## src/rtl/apfp_pkg.sv

```systemverilog
package apfp_pkg;

	localparam int IdW       = 16;
	localparam int DistW     = 26;
	localparam int OutTdataW = 64;
	localparam int RootW     = 32;
	localparam logic [DistW-1:0] Q8Max = {DistW{1'b1}};
	// drain count at which the best distance is settled and the square root may start
	localparam logic [1:0] DrainLast = 2'd2;

	typedef enum logic [2:0] {
		ST_LOAD,
		ST_FILL,
		ST_P_START,
		ST_ISSUE,
		ST_DRAIN,
		ST_SQRT_START,
		ST_SQRT,
		ST_OUT
	} apfp_state_t;

	typedef struct packed {
		logic load;
		logic fill;
		logic clr_best;
		logic issue;
		logic first_k;
		logic last_k;
		logic sqrt_start;
		logic rd_ids;
		logic out_load;
		logic last_point;
		logic finish;
	} apfp_cmd_t;

	typedef struct packed {
		logic need_fill;
		logic fill_done;
		logic sqrt_busy;
		logic out_free;
	} apfp_stat_t;

endpackage

```

## src/rtl/apfp_ctrl.sv

```systemverilog
module apfp_ctrl #(
	parameter int MAX_DIMS = 8,
	parameter int PW       = 6,
	parameter int KW       = 3,
	parameter int CNTW     = 7
) (
	input  logic                  clk,
	input  logic                  arst_n,
	input  logic                  s_tvalid,
	input  logic                  s_tlast,
	output logic                  s_tready,
	input  apfp_pkg::apfp_stat_t  stat,
	input  logic [CNTW-1:0]       point_cnt,
	output apfp_pkg::apfp_cmd_t   cmd,
	output logic [PW-1:0]         p_idx,
	output logic [PW-1:0]         q_idx,
	output logic [KW-1:0]         k_idx
);

	localparam int QW = CNTW + 1;

	apfp_pkg::apfp_state_t state_q, state_d;
	logic [PW-1:0] p_q, q_q;
	logic [KW-1:0] k_q;
	logic [1:0]    drain_q;
	logic          end_q;

	logic          accept;
	logic          k_last;
	logic          last_point;
	logic [QW-1:0] q_next, q_first;
	logic          q_next_out, q_first_out;

	always_comb begin
		accept      = (state_q == apfp_pkg::ST_LOAD) && s_tvalid;
		k_last      = k_q == KW'(MAX_DIMS - 1);
		last_point  = QW'(p_q) + QW'(1) == QW'(point_cnt);
		q_next      = QW'(q_q) + QW'(1);
		if (q_next == QW'(p_q)) begin
			q_next = QW'(q_q) + QW'(2);
		end
		q_first     = (p_q == '0) ? QW'(1) : QW'(0);
		q_next_out  = q_next >= QW'(point_cnt);
		q_first_out = q_first >= QW'(point_cnt);
	end

	always_comb begin
		state_d = state_q;
		unique case (state_q)
			apfp_pkg::ST_LOAD: begin
				if (accept) begin
					if (stat.need_fill) begin
						state_d = apfp_pkg::ST_FILL;
					end else if (s_tlast) begin
						state_d = apfp_pkg::ST_P_START;
					end
				end
			end
			apfp_pkg::ST_FILL: begin
				if (stat.fill_done) begin
					state_d = end_q ? apfp_pkg::ST_P_START : apfp_pkg::ST_LOAD;
				end
			end
			apfp_pkg::ST_P_START: begin
				state_d = q_first_out ? apfp_pkg::ST_DRAIN : apfp_pkg::ST_ISSUE;
			end
			apfp_pkg::ST_ISSUE: begin
				if (k_last && q_next_out) begin
					state_d = apfp_pkg::ST_DRAIN;
				end
			end
			apfp_pkg::ST_DRAIN: begin
				if (drain_q == apfp_pkg::DrainLast) begin
					state_d = apfp_pkg::ST_SQRT_START;
				end
			end
			apfp_pkg::ST_SQRT_START: state_d = apfp_pkg::ST_SQRT;
			apfp_pkg::ST_SQRT: begin
				if (!stat.sqrt_busy) begin
					state_d = apfp_pkg::ST_OUT;
				end
			end
			apfp_pkg::ST_OUT: begin
				if (stat.out_free) begin
					state_d = last_point ? apfp_pkg::ST_LOAD : apfp_pkg::ST_P_START;
				end
			end
			default: state_d = apfp_pkg::ST_LOAD;
		endcase
	end

	always_comb begin
		cmd            = '0;
		s_tready       = 1'b0;
		cmd.first_k    = k_q == '0;
		cmd.last_k     = k_last;
		cmd.last_point = last_point;
		unique case (state_q)
			apfp_pkg::ST_LOAD: begin
				s_tready = 1'b1;
				cmd.load = accept;
			end
			apfp_pkg::ST_FILL:       cmd.fill = 1'b1;
			apfp_pkg::ST_P_START:    cmd.clr_best = 1'b1;
			apfp_pkg::ST_ISSUE:      cmd.issue = 1'b1;
			apfp_pkg::ST_SQRT_START: begin
				cmd.sqrt_start = 1'b1;
				cmd.rd_ids     = 1'b1;
			end
			apfp_pkg::ST_OUT: begin
				cmd.out_load = stat.out_free;
				cmd.finish   = stat.out_free && last_point;
			end
			default: ;
		endcase
	end

	always_ff @(posedge clk or negedge arst_n) begin
		if (!arst_n) begin
			state_q <= apfp_pkg::ST_LOAD;
			p_q     <= '0;
			q_q     <= '0;
			k_q     <= '0;
			drain_q <= '0;
			end_q   <= 1'b0;
		end else begin
			state_q <= state_d;
			if (accept) begin
				end_q <= s_tlast;
			end
			unique case (state_q)
				apfp_pkg::ST_P_START: begin
					q_q     <= q_first[PW-1:0];
					k_q     <= '0;
					drain_q <= '0;
				end
				apfp_pkg::ST_ISSUE: begin
					k_q <= k_q + KW'(1);
					if (k_last) begin
						k_q <= '0;
						q_q <= q_next[PW-1:0];
					end
				end
				apfp_pkg::ST_DRAIN: drain_q <= drain_q + 2'd1;
				apfp_pkg::ST_OUT: begin
					if (stat.out_free) begin
						p_q <= last_point ? '0 : p_q + PW'(1);
					end
				end
				default: ;
			endcase
		end
	end

	assign p_idx = p_q;
	assign q_idx = q_q;
	assign k_idx = k_q;

	assert property (@(posedge clk) disable iff (!arst_n)
		state_q == apfp_pkg::ST_ISSUE |-> q_q != p_q && QW'(q_q) < QW'(point_cnt))
		else $error("pair issued against itself or beyond the cluster");
	assert property (@(posedge clk) disable iff (!arst_n)
		state_q != apfp_pkg::ST_LOAD |-> !s_tready)
		else $error("input taken during search");
	assert property (@(posedge clk) disable iff (!arst_n)
		cmd.finish |=> state_q == apfp_pkg::ST_LOAD && p_q == '0)
		else $error("cluster did not close");

endmodule

```

## config.mk

```make
export PLATFORM = sky130hd
export DESIGN_NAME = apfp_ctrl
export DESIGN_NICKNAME = d
export VERILOG_FILES = /design/src/rtl/apfp_pkg.sv /design/src/rtl/apfp_ctrl.sv
export SDC_FILE = /design/constraint.sdc
export NUM_CORES = 1
export LEC_CHECK = 0
export BUFFER_PORTS_ARGS = -buffer_cell sky130_fd_sc_hd__buf_2
export CORE_MARGIN = 2
export CORE_UTILIZATION = 55
export CTS_CLUSTER_DIAMETER = 80
export DETAILED_ROUTE_END_ITERATION = 16
export GPL_TIMING_DRIVEN = 0
export PLACE_DENSITY = 0.8
export SYNTH_ARGS = -nofsm -noshare
export SYNTH_HDL_FRONTEND = slang
export SYNTH_SLANG_ARGS = --single-unit
```

## constraint.sdc

```tcl
create_clock -name clk -period 5.9 [get_ports clk]
set_clock_uncertainty 0.2 [all_clocks]
set_input_delay 0.59 -clock clk [delete_from_list [all_inputs] [get_ports clk]]
set_output_delay 0.59 -clock clk [all_outputs]
set_load 0.01 [all_outputs]
```

==> results.py <==
metrics = {
    "cts": {
        "root_buffer": "clkbuf_8",
        "postCtsResizedCells": 0,
        "cts_setup_buffers": 0,
        "cts.clk_slew.worst_paths_ns": 0.08,
        "postCtsHoldBufs": 0,
        "clockBufferDepth": 2,
        "clock_latency_ns": 0.26,
        "cts_tree": "yes",
        "clock_sinks": 21,
        "numCtsBuffers": 3,
        "htreeDepth": 1,
    },
    "global_routing": {
        "grtUsageTotal_pct": 24.26,
        "grt_start_max_net_pins": 22,
        "grt_antenna_before_repair": 0,
        "grt_pass1_vias": 1781,
        "grt_pass1_wl_mm": 8.169,
        "grt-ovfl-total": 0,
    },
    "finish": {
        "fin_nets": 324,
        "n_antenna_cell": 0,
        "area_growth_pct": 15.03,
        "final_common_cell": "buf_2",
        "finish.instance_area_um2": 2385,
        "mostFrequentLayoutCells": "buf_2 (44), nand2_1 (25), dfrtp_1 (21)",
        "drive_above_1_share_pct": 25.00,
    },
    "setup_path": {
        "start_kind": "register",
        "critical_path.cell_chain": "ha_1 > nand4_2 > xnor2_2 > mux2i_1 > nand3_2 > a21oi_1 > xor2_1 > ha_1 > a21oi_1 > nor2b_1 > o21ai_0 > o211a_1 > nor3_1 > mux2_2",
        "critPathMaxFanout": 8,
        "crit_type": "register to register",
        "critPathCaptureType": "register",
        "cp_slowest_stage_delay_ns": 0.49,
        "cp_data_required_time_ns": 5.86,
        "arrival_ns": 4.00,
        "crit_slowest_cell": "dfrtp_1",
    },
    "synth": {
        "syn_area_um2": 2073,
        "syn_avg_cell_area_um2": 8.394,
        "ys_async_sr_fraction_pct": 100.0,
        "postSynthCellCount": 247,
        "yosys_warnings": 0,
        "synthDistinctLibCells": 56,
        "synth_ff_type": "dfrtp_1",
        "ys_ff_latch": 21,
        "synth.yosys.seq_area_share_pct": 25.35,
        "synthesis.nets": 278,
        "synth-edff-count": 0,
    },
    "die": {
        "rows": 22,
        "die_y_um": 65.40,
        "design.die.area_um2": 4277,
        "core_area_um2": 3633,
        "die_x_um": 65.40,
        "initial_core_util_pct": 57.06,
        "boundaryPins": 42,
    },
    "placed_design": {
        "gp_congestion": 0.8756,
        "placed_area_um2": 2338,
        "port_buffers": 41,
        "hpwl_mm": 3.664,
    },
    "hold_path": {
        "min_path_type": "primary input to asynchronous set/reset pin",
    },
    "sta": {
        "tightest_slew_ns": 0.5093,
        "fmax_mhz": 247.4,
        "tns_ns": 0,
        "post-route-min-period_ns": 4.041,
        "setup_viol": 0,
        "rsz0062_at_grt": "false",
        "slew_viol_final": 0,
        "hold_viol_final": 0,
        "relSlewSlack_pct": 65.74,
        "layout_worst_path_cycle_share_pct": 68.50,
    },
    "flow_run": {
        "max_cap_viol_count": 0,
    },
    "status": {
        "status": "complete, no violations",
    },
    "power": {
        "p_leak_uw": 0.001194,
        "irDropWorstVdd_mv": 0.2488,
        "power_density_nw_per_um2": 358.1,
    },
    "detailed_routing": {
        "postRouteAntennaNets": 0,
        "vias": 1900,
        "drc": 0,
        "avgRoutedWirePerCell_um": 14.21,
        "drtIter0Drc": 142,
        "drt_pass1_iterations": 4,
        "routed_wl_mm": 4.832,
        "via_per_inst": 5.588,
    },
}
area by class of cell:
type / instances / area (um^2)
multi-input combinational: 189 / 1356
fill: 326 / 1249
sequential: 21 / 525.5
timing repair buffer: 41 / 205.2
buffer: 17 / 116.4
inverter: 20 / 75.07
tap: 48 / 60.06
clock buffer: 3 / 41.29
clock inverter: 1 / 5.005
per-stage QoR:
stage | total power (uW) | hold WS, ns | util (%) | setup slack (ns) | std cells
final | 854.1 | 0.08123 | 65.63 | 1.859 | 340
after floorplan | 614.3 | 0.09441 | - | 2.336 | 247
after global routing | 932.8 | 0.1163 | 65.63 | 1.560 | 340
after global placement | 740.7 | 0.3107 | 64.36 | 2.036 | 336
after detailed placement | 752.3 | 0.3205 | 64.36 | 1.935 | 336
after CTS | 857.0 | 0.09972 | 65.63 | 1.916 | 340
flip-flops by register name (all words and copies together) (netlist names):
name / cells
k_idx: 3
state_q: 3
drain_q: 2
q_idx: 6
p_idx: 6
end_q: 1
per-layer routing:
metal  track usage, %  wire length (um)  vias to the layer above
li1                 -                 -                      964
met1            32.90              2286                      887
met2            41.20              2349                       45
met3            2.740               156                        4
met4            5.990                40                        0
met5                0                 0                        -
cell usage after synthesis (3+ instances only):
cell	number	area, um^2
a21o_1	3	22.52
a21oi_1	8	40.04
a31oi_1	5	31.28
and2_1	4	25.02
and3_1	5	31.28
buf_2	3	15.01
buf_4	7	52.55
buf_6	3	33.78
clkbuf_1	4	15.01
dfrtp_1	21	525.5
ha_1	16	200.2
inv_1	20	75.07
nand2_1	25	93.84
nand2b_1	3	18.77
nand3_1	9	45.04
nand4_1	3	18.77
nor2_1	16	60.06
nor2b_1	4	25.02
nor3_1	9	45.04
o211ai_1	5	37.54
o21ai_0	14	70.07
o22ai_1	4	25.02
o31ai_1	5	37.54
xnor2_1	11	96.34
xor2_1	7	61.31
report_power, final:
part | total, uW | switching (uW) | internal, uW
Combinational | 515 | 294 | 221
Clock | 99.3 | 52.1 | 47.2
Sequential | 240 | 52.0 | 188
Total | 854 | 398 | 456
critical path, delay by kind of cell, from the launching register on:
family                     cells  cell delay (ns)
and+or+nand+nor                4             0.91
muxes                          2             0.71
adders and majority gates      2             0.69
AOI/OAI and AO/OA              4             0.64
DFF                            1             0.49
xor gates and xnor gates       2             0.29
cells by family (layout without fill, tap and decap cells):
family | after synthesis | in the layout | share of synthesized area, %
AO/OA/AOI/OAI | 58 | 58 | 20.10
XOR/XNOR | 21 | 21 | 10.26
adder cells (fa/ha/maj) | 16 | 16 | 9.656
buffers and inverters | 37 | 82 | 9.233
flip-flops | 21 | 21 | 25.35
multiplexers | 4 | 4 | 2.293
AND/OR/NAND/NOR | 90 | 90 | 23.11
path summary, 6_finish.rpt:
kind                                      start                endpoint  slack (ns)  depth (start not counted)
min in group clk           k_idx[2]$_DFFE_PN0P_    k_idx[2]$_DFFE_PN0P_        0.33                          2
max in group asynchronous                arst_n    k_idx[1]$_DFFE_PN0P_        5.08                          1
min reg2reg                k_idx[2]$_DFFE_PN0P_    k_idx[2]$_DFFE_PN0P_        0.33                          2
max                        q_idx[2]$_DFFE_PN0P_  state_q[0]$_DFFE_PN0P_        1.86                         14
max reg2reg                q_idx[2]$_DFFE_PN0P_  state_q[0]$_DFFE_PN0P_        1.86                         14
min                                      arst_n    p_idx[4]$_DFFE_PN0P_        0.08                          1
Note: power is estimated with default switching activity, not from simulation.
